$ cat config.mk
export PLATFORM = sky130hd
export DESIGN_NAME = sensor_temp_compensation_unit_flat
export DESIGN_NICKNAME = d
export VERILOG_FILES = /design/src/hw/rtl/stc_pkg.sv /design/src/hw/rtl/stc_req_if.sv /design/src/hw/rtl/stc_rsp_if.sv /design/src/hw/rtl/stc_csr_if.sv /design/src/hw/rtl/sensor_temp_compensation_unit.sv /design/src/hw/rtl/stc_front.sv /design/src/hw/rtl/stc_div_cell.sv /design/src/hw/rtl/stc_back.sv /design/src/flat_wrapper.sv
export SDC_FILE = /design/constraint.sdc
export NUM_CORES = 2
export LEC_CHECK = 0
export BUFFER_PORTS_ARGS = -buffer_cell sky130_fd_sc_hd__buf_2
export CORE_MARGIN = 5
export CORE_UTILIZATION = 25
export DETAILED_ROUTE_END_ITERATION = 6
export GPL_TIMING_DRIVEN = 0
export MAX_ROUTING_LAYER = met4
export PLACE_DENSITY_LB_ADDON = 0.15
export SYNTH_ARGS = -nofsm -noshare
export SYNTH_HDL_FRONTEND = slang
export SYNTH_HIERARCHICAL = 1
export SYNTH_SLANG_ARGS = --single-unit
$ cat constraint.sdc
create_clock -name clock -period 179.7 [get_ports clock]
set_input_delay 53.91 -clock clock [delete_from_list [all_inputs] [get_ports clock]]
set_output_delay 53.91 -clock clock [all_outputs]
set_load 0.01 [all_outputs]
$ cat src/hw/rtl/stc_pkg.sv
`default_nettype none

package stc_pkg;

   // register map
   localparam int unsigned CSR_IDX_W = 3;
   localparam logic [CSR_IDX_W-1:0] CSR_COEF_SCALE  = 3'd0;
   localparam logic [CSR_IDX_W-1:0] CSR_COEF_OFFSET = 3'd1;
   localparam logic [CSR_IDX_W-1:0] CSR_COEF_NUMER  = 3'd2;
   localparam logic [CSR_IDX_W-1:0] CSR_COEF_DENOM  = 3'd3;
   localparam logic [CSR_IDX_W-1:0] CSR_CALIB_VALID = 3'd4;

   // divider geometry: |numer| << 11 is at most 2^26, |X1 + denom| stays below 2^18
   localparam int unsigned DIV_STEPS = 27;
   localparam int unsigned DVSR_W    = 18;

   // tenths of a degree whose truncated tenth lands on -40 and 120
   localparam logic signed [24:0] T_LO = -25'sd409;
   localparam logic signed [24:0] T_HI = 25'sd1209;

   // m / 10 == (m * 6554) >> 16 for m below 16384
   localparam logic [12:0] RECIP_TEN = 13'd6554;

   typedef enum logic [1:0] {
      STATUS_OK       = 2'd0,
      STATUS_NO_CAL   = 2'd1,
      STATUS_ZERO_DIV = 2'd2
   } status_type;

   typedef struct packed {
      logic signed [17:0] x1;
      logic               qneg;
      status_type         status;
   } stc_side_type;

   typedef struct packed {
      logic [DVSR_W-1:0]    rem;
      logic [DIV_STEPS-1:0] dq;
      logic [DVSR_W-1:0]    dvsr;
   } stc_div_type;

endpackage

`default_nettype wire

$ cat src/hw/rtl/stc_req_if.sv
`default_nettype none

interface stc_req_if;
   logic        valid;
   logic        ready;
   logic [15:0] raw_temperature;

   modport source (output valid, output raw_temperature, input ready);
   modport sink   (input valid, input raw_temperature, output ready);
endinterface

`default_nettype wire

$ cat src/hw/rtl/stc_rsp_if.sv
`default_nettype none

interface stc_rsp_if;
   logic              valid;
   logic              ready;
   logic signed [7:0] temperature_c;
   logic [1:0]        status;

   modport source (output valid, output temperature_c, output status, input ready);
   modport sink   (input valid, input temperature_c, input status, output ready);
endinterface

`default_nettype wire

$ cat src/hw/rtl/stc_csr_if.sv
`default_nettype none

interface stc_csr_if;
   logic        valid;
   logic        ready;
   logic [2:0]  index;
   logic [15:0] data;

   modport source (output valid, output index, output data, input ready);
   modport sink   (input valid, input index, input data, output ready);
endinterface

`default_nettype wire

$ cat src/hw/rtl/sensor_temp_compensation_unit.sv
// channel   dir  payload                                  taken when
// req_bus   in   raw_temperature[15:0]                    valid & ready
// rsp_bus   out  temperature_c[7:0] s, status[1:0]         valid & ready
// csr_bus   in   index[2:0], data[15:0]                   valid & ready (ready held high)
//
// One word enters per cycle while the output is not stalled; each result passes
// through 2 front stages, 27 divider cells and 2 back stages.
// The divider is a row of 27 restoring cells, one quotient bit each.
// Synchronous reset clears all valid bits and the calibration registers.
// A stalled result freezes the whole pipe; req_bus.ready follows that freeze.
`default_nettype none

module sensor_temp_compensation_unit import stc_pkg::*; (
   input  wire logic clock,
   input  wire logic reset,
   stc_req_if.sink   req_bus,
   stc_rsp_if.source rsp_bus,
   stc_csr_if.sink   csr_bus
);

   logic [15:0]        coef_scale_ff;
   logic [15:0]        coef_offset_ff;
   logic signed [15:0] coef_numer_ff;
   logic signed [15:0] coef_denom_ff;
   logic               calib_valid_ff;

   logic               adv;

   logic               cell_valid [DIV_STEPS+1];
   stc_side_type       cell_side  [DIV_STEPS+1];
   stc_div_type        cell_div   [DIV_STEPS+1];

   logic               back_valid;
   logic signed [7:0]  back_temp;
   status_type         back_status;

   assign csr_bus.ready = 1'b1;

   always_ff @(posedge clock) begin
      if (reset) begin
         coef_scale_ff  <= '0;
         coef_offset_ff <= '0;
         coef_numer_ff  <= '0;
         coef_denom_ff  <= '0;
         calib_valid_ff <= 1'b0;
      end else if (csr_bus.valid) begin
         unique case (csr_bus.index)
            CSR_COEF_SCALE:  coef_scale_ff  <= csr_bus.data;
            CSR_COEF_OFFSET: coef_offset_ff <= csr_bus.data;
            CSR_COEF_NUMER:  coef_numer_ff  <= csr_bus.data;
            CSR_COEF_DENOM:  coef_denom_ff  <= csr_bus.data;
            CSR_CALIB_VALID: calib_valid_ff <= csr_bus.data[0];
            default: ;
         endcase
      end
   end

   // whole pipe moves unless the output word is held
   assign adv           = !back_valid || rsp_bus.ready;
   assign req_bus.ready = adv;

   stc_front u_front (
      .clock           (clock),
      .reset           (reset),
      .adv             (adv),
      .in_valid        (req_bus.valid),
      .raw_temperature (req_bus.raw_temperature),
      .coef_scale      (coef_scale_ff),
      .coef_offset     (coef_offset_ff),
      .coef_numer      (coef_numer_ff),
      .coef_denom      (coef_denom_ff),
      .calib_valid     (calib_valid_ff),
      .out_valid       (cell_valid[0]),
      .out_side        (cell_side[0]),
      .out_div         (cell_div[0])
   );

   for (genvar i = 0; i < DIV_STEPS; i++) begin : g_cell
      stc_div_cell u_cell (
         .clock     (clock),
         .reset     (reset),
         .adv       (adv),
         .in_valid  (cell_valid[i]),
         .in_side   (cell_side[i]),
         .in_div    (cell_div[i]),
         .out_valid (cell_valid[i+1]),
         .out_side  (cell_side[i+1]),
         .out_div   (cell_div[i+1])
      );
   end

   stc_back u_back (
      .clock         (clock),
      .reset         (reset),
      .adv           (adv),
      .in_valid      (cell_valid[DIV_STEPS]),
      .in_side       (cell_side[DIV_STEPS]),
      .quotient      (cell_div[DIV_STEPS].dq),
      .out_valid     (back_valid),
      .temperature_c (back_temp),
      .status        (back_status)
   );

   assign rsp_bus.valid         = back_valid;
   assign rsp_bus.temperature_c = back_temp;
   assign rsp_bus.status        = back_status;

endmodule

`default_nettype wire

$ cat src/hw/rtl/stc_front.sv
`default_nettype none

module stc_front import stc_pkg::*; (
   input  wire logic               clock,
   input  wire logic               reset,
   input  wire logic               adv,
   input  wire logic               in_valid,
   input  wire logic [15:0]        raw_temperature,
   input  wire logic [15:0]        coef_scale,
   input  wire logic [15:0]        coef_offset,
   input  wire logic signed [15:0] coef_numer,
   input  wire logic signed [15:0] coef_denom,
   input  wire logic               calib_valid,
   output logic                    out_valid,
   output stc_side_type            out_side,
   output stc_div_type             out_div
);

   logic               a_valid_ff, a_valid_in;
   logic signed [32:0] a_prod_ff, a_prod_in;
   logic signed [16:0] diff;

   logic               b_valid_ff, b_valid_in;
   stc_side_type       b_side_ff, b_side_in;
   stc_div_type        b_div_ff, b_div_in;

   logic signed [17:0] x1;
   logic signed [18:0] dsum;
   logic [15:0]        numer_mag;

   // stage A: (raw - offset) * scale
   always_comb begin
      diff       = $signed({1'b0, raw_temperature}) - $signed({1'b0, coef_offset});
      a_prod_in  = diff * $signed({1'b0, coef_scale});
      a_valid_in = in_valid;
   end

   // stage B: X1, divisor, operand magnitudes and status
   always_comb begin
      x1        = a_prod_ff[32:15];
      dsum      = {x1[17], x1} + {{3{coef_denom[15]}}, coef_denom};
      numer_mag = coef_numer[15] ? 16'(-coef_numer) : coef_numer;

      b_side_in.x1   = x1;
      b_side_in.qneg = coef_numer[15] ^ dsum[18];
      priority if (!calib_valid) begin
         b_side_in.status = STATUS_NO_CAL;
      end else if (dsum == '0) begin
         b_side_in.status = STATUS_ZERO_DIV;
      end else begin
         b_side_in.status = STATUS_OK;
      end

      b_div_in.rem  = '0;
      b_div_in.dq   = {numer_mag, 11'b0};
      b_div_in.dvsr = dsum[18] ? DVSR_W'(-dsum) : dsum[DVSR_W-1:0];
      b_valid_in    = a_valid_ff;
   end

   always_ff @(posedge clock) begin
      if (reset) begin
         a_valid_ff <= 1'b0;
         b_valid_ff <= 1'b0;
      end else if (adv) begin
         a_valid_ff <= a_valid_in;
         b_valid_ff <= b_valid_in;
      end
   end

   always_ff @(posedge clock) begin
      if (adv) begin
         a_prod_ff <= a_prod_in;
         b_side_ff <= b_side_in;
         b_div_ff  <= b_div_in;
      end
   end

   assign out_valid = b_valid_ff;
   assign out_side  = b_side_ff;
   assign out_div   = b_div_ff;

endmodule

`default_nettype wire

$ cat src/hw/rtl/stc_div_cell.sv
`default_nettype none

// one restoring-division step: one quotient bit shifted in per cell
module stc_div_cell import stc_pkg::*; (
   input  wire logic          clock,
   input  wire logic          reset,
   input  wire logic          adv,
   input  wire logic          in_valid,
   input  wire stc_side_type  in_side,
   input  wire stc_div_type   in_div,
   output logic               out_valid,
   output stc_side_type       out_side,
   output stc_div_type        out_div
);

   logic              valid_ff;
   stc_side_type      side_ff;
   stc_div_type       div_ff, div_in;

   logic [DVSR_W:0]   rem_sh;
   logic [DVSR_W+1:0] trial;
   logic              take;

   always_comb begin
      rem_sh = {in_div.rem, in_div.dq[DIV_STEPS-1]};
      trial  = {1'b0, rem_sh} - {2'b0, in_div.dvsr};
      take   = !trial[DVSR_W+1];

      div_in.rem  = take ? trial[DVSR_W-1:0] : rem_sh[DVSR_W-1:0];
      div_in.dq   = {in_div.dq[DIV_STEPS-2:0], take};
      div_in.dvsr = in_div.dvsr;
   end

   always_ff @(posedge clock) begin
      if (reset) begin
         valid_ff <= 1'b0;
      end else if (adv) begin
         valid_ff <= in_valid;
      end
   end

   always_ff @(posedge clock) begin
      if (adv) begin
         side_ff <= in_side;
         div_ff  <= div_in;
      end
   end

   assign out_valid = valid_ff;
   assign out_side  = side_ff;
   assign out_div   = div_ff;

endmodule

`default_nettype wire

$ cat src/hw/rtl/stc_back.sv
`default_nettype none

module stc_back import stc_pkg::*; (
   input  wire logic               clock,
   input  wire logic               reset,
   input  wire logic               adv,
   input  wire logic               in_valid,
   input  wire stc_side_type       in_side,
   input  wire logic [DIV_STEPS-1:0] quotient,
   output logic                    out_valid,
   output logic signed [7:0]       temperature_c,
   output status_type              status
);

   logic               c_valid_ff, c_valid_in;
   logic signed [11:0] c_t_ff, c_t_in;
   status_type         c_status_ff;

   logic               d_valid_ff;
   logic signed [7:0]  d_temp_ff, d_temp_in;
   status_type         d_status_ff;

   logic signed [27:0] x2;
   logic signed [28:0] tsum;
   logic signed [24:0] t;

   logic               neg;
   logic [10:0]        mag;
   logic [23:0]        prod;
   logic [6:0]         q;

   // stage C: sign the quotient, T = (X1 + X2 + 8) >> 4, clamp in tenths
   always_comb begin
      x2   = in_side.qneg ? -$signed({1'b0, quotient}) : $signed({1'b0, quotient});
      tsum = {{11{in_side.x1[17]}}, in_side.x1} + {x2[27], x2} + 29'sd8;
      t    = tsum[28:4];
      priority if (t < T_LO) begin
         c_t_in = T_LO[11:0];
      end else if (t > T_HI) begin
         c_t_in = T_HI[11:0];
      end else begin
         c_t_in = t[11:0];
      end
      c_valid_in = in_valid;
   end

   // stage D: truncating divide by ten on the magnitude; zero when status is not OK
   always_comb begin
      neg  = c_t_ff[11];
      mag  = neg ? 11'(-c_t_ff) : c_t_ff[10:0];
      prod = 24'(mag) * 24'(RECIP_TEN);
      q    = prod[22:16];
      if (c_status_ff != STATUS_OK) begin
         d_temp_in = '0;
      end else if (neg) begin
         d_temp_in = -$signed({1'b0, q});
      end else begin
         d_temp_in = $signed({1'b0, q});
      end
   end

   always_ff @(posedge clock) begin
      if (reset) begin
         c_valid_ff <= 1'b0;
         d_valid_ff <= 1'b0;
      end else if (adv) begin
         c_valid_ff <= c_valid_in;
         d_valid_ff <= c_valid_ff;
      end
   end

   always_ff @(posedge clock) begin
      if (adv) begin
         c_t_ff      <= c_t_in;
         c_status_ff <= in_side.status;
         d_temp_ff   <= d_temp_in;
         d_status_ff <= c_status_ff;
      end
   end

   assign out_valid     = d_valid_ff;
   assign temperature_c = d_temp_ff;
   assign status        = d_status_ff;

endmodule

`default_nettype wire

$ cat src/flat_wrapper.sv
// flat-port wrapper written by rule: the top's interface ports become plain ports
module sensor_temp_compensation_unit_flat import stc_pkg::*;
  (clock, reset, req_bus_valid, req_bus_raw_temperature, req_bus_ready, rsp_bus_valid, rsp_bus_temperature_c, rsp_bus_status, rsp_bus_ready, csr_bus_valid, csr_bus_index, csr_bus_data, csr_bus_ready);
  stc_req_if req_bus_i ();
  stc_rsp_if rsp_bus_i ();
  stc_csr_if csr_bus_i ();
  input  wire logic clock;
  input  wire logic reset;
  input wire logic [$bits(req_bus_i.valid)-1:0] req_bus_valid;
  input wire logic [$bits(req_bus_i.raw_temperature)-1:0] req_bus_raw_temperature;
  output wire logic [$bits(req_bus_i.ready)-1:0] req_bus_ready;
  output wire logic [$bits(rsp_bus_i.valid)-1:0] rsp_bus_valid;
  output wire logic [$bits(rsp_bus_i.temperature_c)-1:0] rsp_bus_temperature_c;
  output wire logic [$bits(rsp_bus_i.status)-1:0] rsp_bus_status;
  input wire logic [$bits(rsp_bus_i.ready)-1:0] rsp_bus_ready;
  input wire logic [$bits(csr_bus_i.valid)-1:0] csr_bus_valid;
  input wire logic [$bits(csr_bus_i.index)-1:0] csr_bus_index;
  input wire logic [$bits(csr_bus_i.data)-1:0] csr_bus_data;
  output wire logic [$bits(csr_bus_i.ready)-1:0] csr_bus_ready;
  assign req_bus_i.valid = req_bus_valid;
  assign req_bus_i.raw_temperature = req_bus_raw_temperature;
  assign req_bus_ready = req_bus_i.ready;
  assign rsp_bus_valid = rsp_bus_i.valid;
  assign rsp_bus_temperature_c = rsp_bus_i.temperature_c;
  assign rsp_bus_status = rsp_bus_i.status;
  assign rsp_bus_i.ready = rsp_bus_ready;
  assign csr_bus_i.valid = csr_bus_valid;
  assign csr_bus_i.index = csr_bus_index;
  assign csr_bus_i.data = csr_bus_data;
  assign csr_bus_ready = csr_bus_i.ready;
  sensor_temp_compensation_unit u_core (.clock(clock), .reset(reset), .req_bus(req_bus_i), .rsp_bus(rsp_bus_i), .csr_bus(csr_bus_i));
endmodule
* After elaboration in Yosys (flattened, before gate mapping)
Index checks and enable logic that the tools add are counted.
** Word-level totals
- Output and inout port bits :: 13
- Logic and storage cells :: 338
- Input port bits :: 40
- Register bits :: 2209
** Cells by class
- Bitwise operators :: 2
- $lt $le $gt $ge :: 2
- Reduce and logical (&&, ||, !) cells :: 39
- $add $sub $neg :: 36
- Equality and inequality tests :: 4
- Mux-type cells :: 33
- $mul :: 2
** Operators with widths (number)
- subtractor 19 x 18 -> 20 bit :: 26
- two-way mux 18 bit :: 26
- multiplier 17 x 17 -> 33 bit :: 1
- adder 18 x 28 -> 29 bit :: 1
- adder 29 x 4 -> 29 bit, second input constant :: 1
- logical NOT 1 bit :: 28
- two-way mux 28 bit :: 1
- negator 27 -> 28 bit :: 1
- greater-than comparator 25 x 12 -> 1 bit, second input constant :: 1
- less-than comparator 25 x 10 -> 1 bit, second input constant :: 1
- multiplier 11 x 12 -> 22 bit, second input constant :: 1
- adder 18 x 16 -> 19 bit :: 1
- logical NOT 19 bit :: 1
- subtractor 1 x 18 -> 19 bit :: 1
- negator 18 bit :: 1
- subtractor 16 x 16 -> 17 bit :: 1
- negator 16 bit :: 1
- two-way mux 15 bit :: 1
- two-way mux 12 bit :: 1
- two-way mux 11 bit :: 1
- negator 11 bit :: 1
- AND reduction 2 bit :: 5
- negator 7 -> 8 bit :: 1
- two-way mux 7 bit :: 1
- 11 further kinds :: 13

* Longest topological paths before layout
- Word-level depth :: 6
- Mapped depth :: 34
- Gate-level depth less buffers :: 33

* Hierarchy
The synthesis kept the hierarchy.
** Modules (own cells, without submodules)
- stc_div_cell at u_core.g_cell[0].u_cell ... :: sequential area each 2542.4 um^2, times used 13, area an instance 3836.2 um^2, cells an instance 251
- stc_div_cell at u_core.g_cell[21].u_cell ... :: sequential area each 2542.4 um^2, times used 13, area an instance 3784.9 um^2, cells an instance 250
- stc_front :: sequential area each 2232.1 um^2, times used 1, area an instance 14845.5 um^2, cells an instance 1559
- stc_back :: sequential area each 760.7 um^2, times used 1, area an instance 5959.5 um^2, cells an instance 687
- stc_div_cell at u_core.g_cell[9].u_cell :: sequential area each 2542.4 um^2, times used 1, area an instance 3777.4 um^2, cells an instance 256
- sensor_temp_compensation_unit :: sequential area each 1301.2 um^2, times used 1, area an instance 2633.8 um^2, cells an instance 238

* Worst setup path before layout
No wires, ideal clock.
- Path type :: input port to output port
- From :: in rsp_bus_ready
- To :: out req_bus_ready
- Data arrival time :: 111167 ps
- Buffers on the path :: 0
- Stages :: 1
- Slack :: 14623 ps
- Data required time :: 125790 ps
- Cells stage by stage :: nand2b_1
** On the way
- Longest elaborated chain between the ends :: 1
** RTL lines
- start: declaration :: RTL line flat_wrapper.sv:15 : input wire logic [$bits(rsp_bus_i.ready)-1:0] rsp_bus_ready;
- logical OR 1 bit :: RTL line sensor_temp_compensation_unit.sv:59 : assign adv = !back_valid || rsp_bus.ready;
- end: declaration :: RTL line flat_wrapper.sv:11 : output wire logic [$bits(req_bus_i.ready)-1:0] req_bus_ready;
Every way passes these cells.

* Worst setup path after layout
Same ends and word-level chain as after synthesis.

==> impl_metrics.py <==
metrics = {
    "setup_path": {
        "cp_common_cell": "buf_16",
        "cp_slowest_stage_delay_ps": 350,
        "crit_path_cell_trace": "buf_2, nand2b_4, buf_16, buf_16, buf_16, buf_16, buf_16, buf_16, buf_16, buf_2",
        "path_max_fanout": 66,
        "crit_path_start_kind": "input pin",
        "r2r_start": "u_core/coef_offset_ff[0]",
        "worstSetupPathType": "in2out",
        "rrSetupSlack_ps": 169670,
        "reg2reg_depth": 30,
        "critical_path.slowest_cell": "nand2b_4",
        "worstPathRequired_ps": 125790,
        "arrival_ps": 57140,
        "timing.rr.end": "u_core/u_front/a_prod_ff[31]",
        "endpoint_kind": "primary output",
    },
    "timing": {
        "fin_crit_sh_pct": 61.8,
        "fmax_ghz": 0.00900,
        "finalSetupViolations": 0,
        "hold-worst-slack_ps": 390,
        "relSlewSlack_pct": 12.8,
        "tightest_slew_ps": 1290,
        "finalCriticalPeriod_ps": 111050,
        "finalMaxSlewViolations": 0,
        "hold_violations": 0,
        "finClkSkew_ps": 53.7,
        "rsz0062_at_grt": "false",
    },
    "synthesis": {
        "syn_area_um2": 124000,
        "syn_area_per_cell_um2": 13.6,
        "syn_inst": 9119,
        "yosysWarnings": 6,
    },
    "clocking": {
        "clock_sinks": 2425,
        "ctsResizeCount": 0,
        "cts_made_buffers": 295,
        "clk_latency_ps": 920,
        "post_cts_buffers": 0,
        "cts_tree": "yes",
        "ctsHtreeMaxLevel": 5,
        "cts_root_buf": "clkbuf_16",
        "clkTransAtPathRegs_ps": 50,
        "cts_hold_buf": 0,
        "clockBufferDepth": 4,
    },
    "grt": {
        "grt_pass1_wl_mm": 425,
        "grt_use_total_pct": 10.6,
        "use_met3_pct": 1.56,
        "grtUsageMet1_pct": 14.0,
        "grt_busiest_layer": "met2",
        "grt_pass1_vias": 72138,
        "grt_max_degree": 73,
        "antenna_found_initial": 3,
        "met2_usage_pct": 17.2,
        "overflow": 0,
    },
    "drt": {
        "wl_mm": 270,
        "wl_per_cell_um": 16.5,
        "avgViaCountPerCell": 4.28,
        "drt_iter0_markers": 4089,
        "postRouteAntennaNets": 0,
        "drc": 0,
        "drt-pass1-iter-count": 5,
        "dr_total_vias": 70375,
    },
    "worst_hold_path": {
        "hold_path_class": "reg2reg",
        "min_path_cells": 0,
        "holdCritStartpoint": "u_core/g_cell[6].u_cell/out_div[37]",
        "whs_endpoint": "u_core/g_cell[7].u_cell/out_div[38]",
    },
    "floorplan": {
        "initial_utilization_pct": 25.1,
        "ioPinCount": 53,
        "rows": 259,
        "coreArea_um2": 497000,
        "dieArea_um2": 512000,
        "die_h_um": 716,
        "die_w_um": 716,
    },
    "layout": {
        "post-route-util_pct": 28.9,
        "final_common_cell": "edfxtp_1",
        "drive_gt1_share_pct": 13.7,
        "layout_common_cells": "edfxtp_1, inv_1, ha_1",
        "syn_to_final_growth_pct": 15.3,
        "nNetsFinal": 10623,
    },
    "outcome": {
        "status": "finished clean",
    },
    "flow_run": {
        "drv_cap": 0,
    },
    "placement": {
        "post-dp-hpwl_mm": 201,
        "io_buffers": 51,
        "routabilityCongestion": 0.826,
    },
}
==> per-stage QoR <==
step	TNS, ps	setup WS (ps)	std cells	area (um2)
global placement	-15460	-15460	15853	133000
finish	0	68650	16428	144000
global route	0	68360	16425	144000
detailed placement	0	68590	15894	134000
CTS	0	68590	16423	144000
floorplan	0	15480	9147	125000
==> layer usage <==
layer | routed length (um) | part of all wire (%)
met1 | 126000 | 46
met2 | 128000 | 47
met3 | 10400 | 3.8
met4 | 6710 | 2.5
met5 | 0 | 0
==> registers in the layout, summed over array words and instances (netlist names) <==
name	cells
u_core/coef_offset_ff	16
u_core/coef_scale_ff	16
u_core/coef_denom_ff	16
u_core/u_front/out_valid	1
u_core/u_front/a_prod_ff	18
u_core/u_back/c_status_ff	2
u_core/g_cell.u_cell/out_side	567
u_core/u_back/c_t_ff	12
u_core/g_cell.u_cell/out_valid	27
u_core/coef_numer_ff	16
u_core/u_front/out_div	34
u_core/u_back/c_valid_ff	1
u_core/u_back/out_valid	1
u_core/calib_valid_ff	1
u_core/u_front/a_valid_ff	1
u_core/u_back/status	2
u_core/u_front/out_side	21
u_core/g_cell.u_cell/out_div	1665
u_core/u_back/temperature_c	8
==> how the worst max path moves through the flow <==
stage | cells past startpoint | startpoint | to
after global placement | 3 | rsp_bus_ready | req_bus_ready
final | 10 | rsp_bus_ready | req_bus_ready
after CTS | 10 | rsp_bus_ready | req_bus_ready
after floorplan | 1 | rsp_bus_ready | req_bus_ready
after global routing | 10 | rsp_bus_ready | req_bus_ready
after detailed placement | 10 | rsp_bus_ready | req_bus_ready
==> cell type report <==
| cell class | count | area (um2) |
|---|---|---|
| fill | 50106 | 353000 |
| sequential | 2425 | 71900 |
| multi-input combinational | 5522 | 47600 |
| tap | 6655 | 8330 |
| clock buffer | 372 | 7790 |
| inverter | 1034 | 3980 |
| clock inverter | 157 | 1500 |
| timing repair buffer | 92 | 1350 |
| buffer | 166 | 1140 |
| antenna | 5 | 12.5 |
==> worst max-delay path: cells and delay by family <==
family,cells,cell delay [ps]
buffers and inverters,9,2580
and+or+nand+nor,1,350
Power is not shown: default switching activity piles up to over one toggle a cycle in this logic, so the estimate is an artifact.
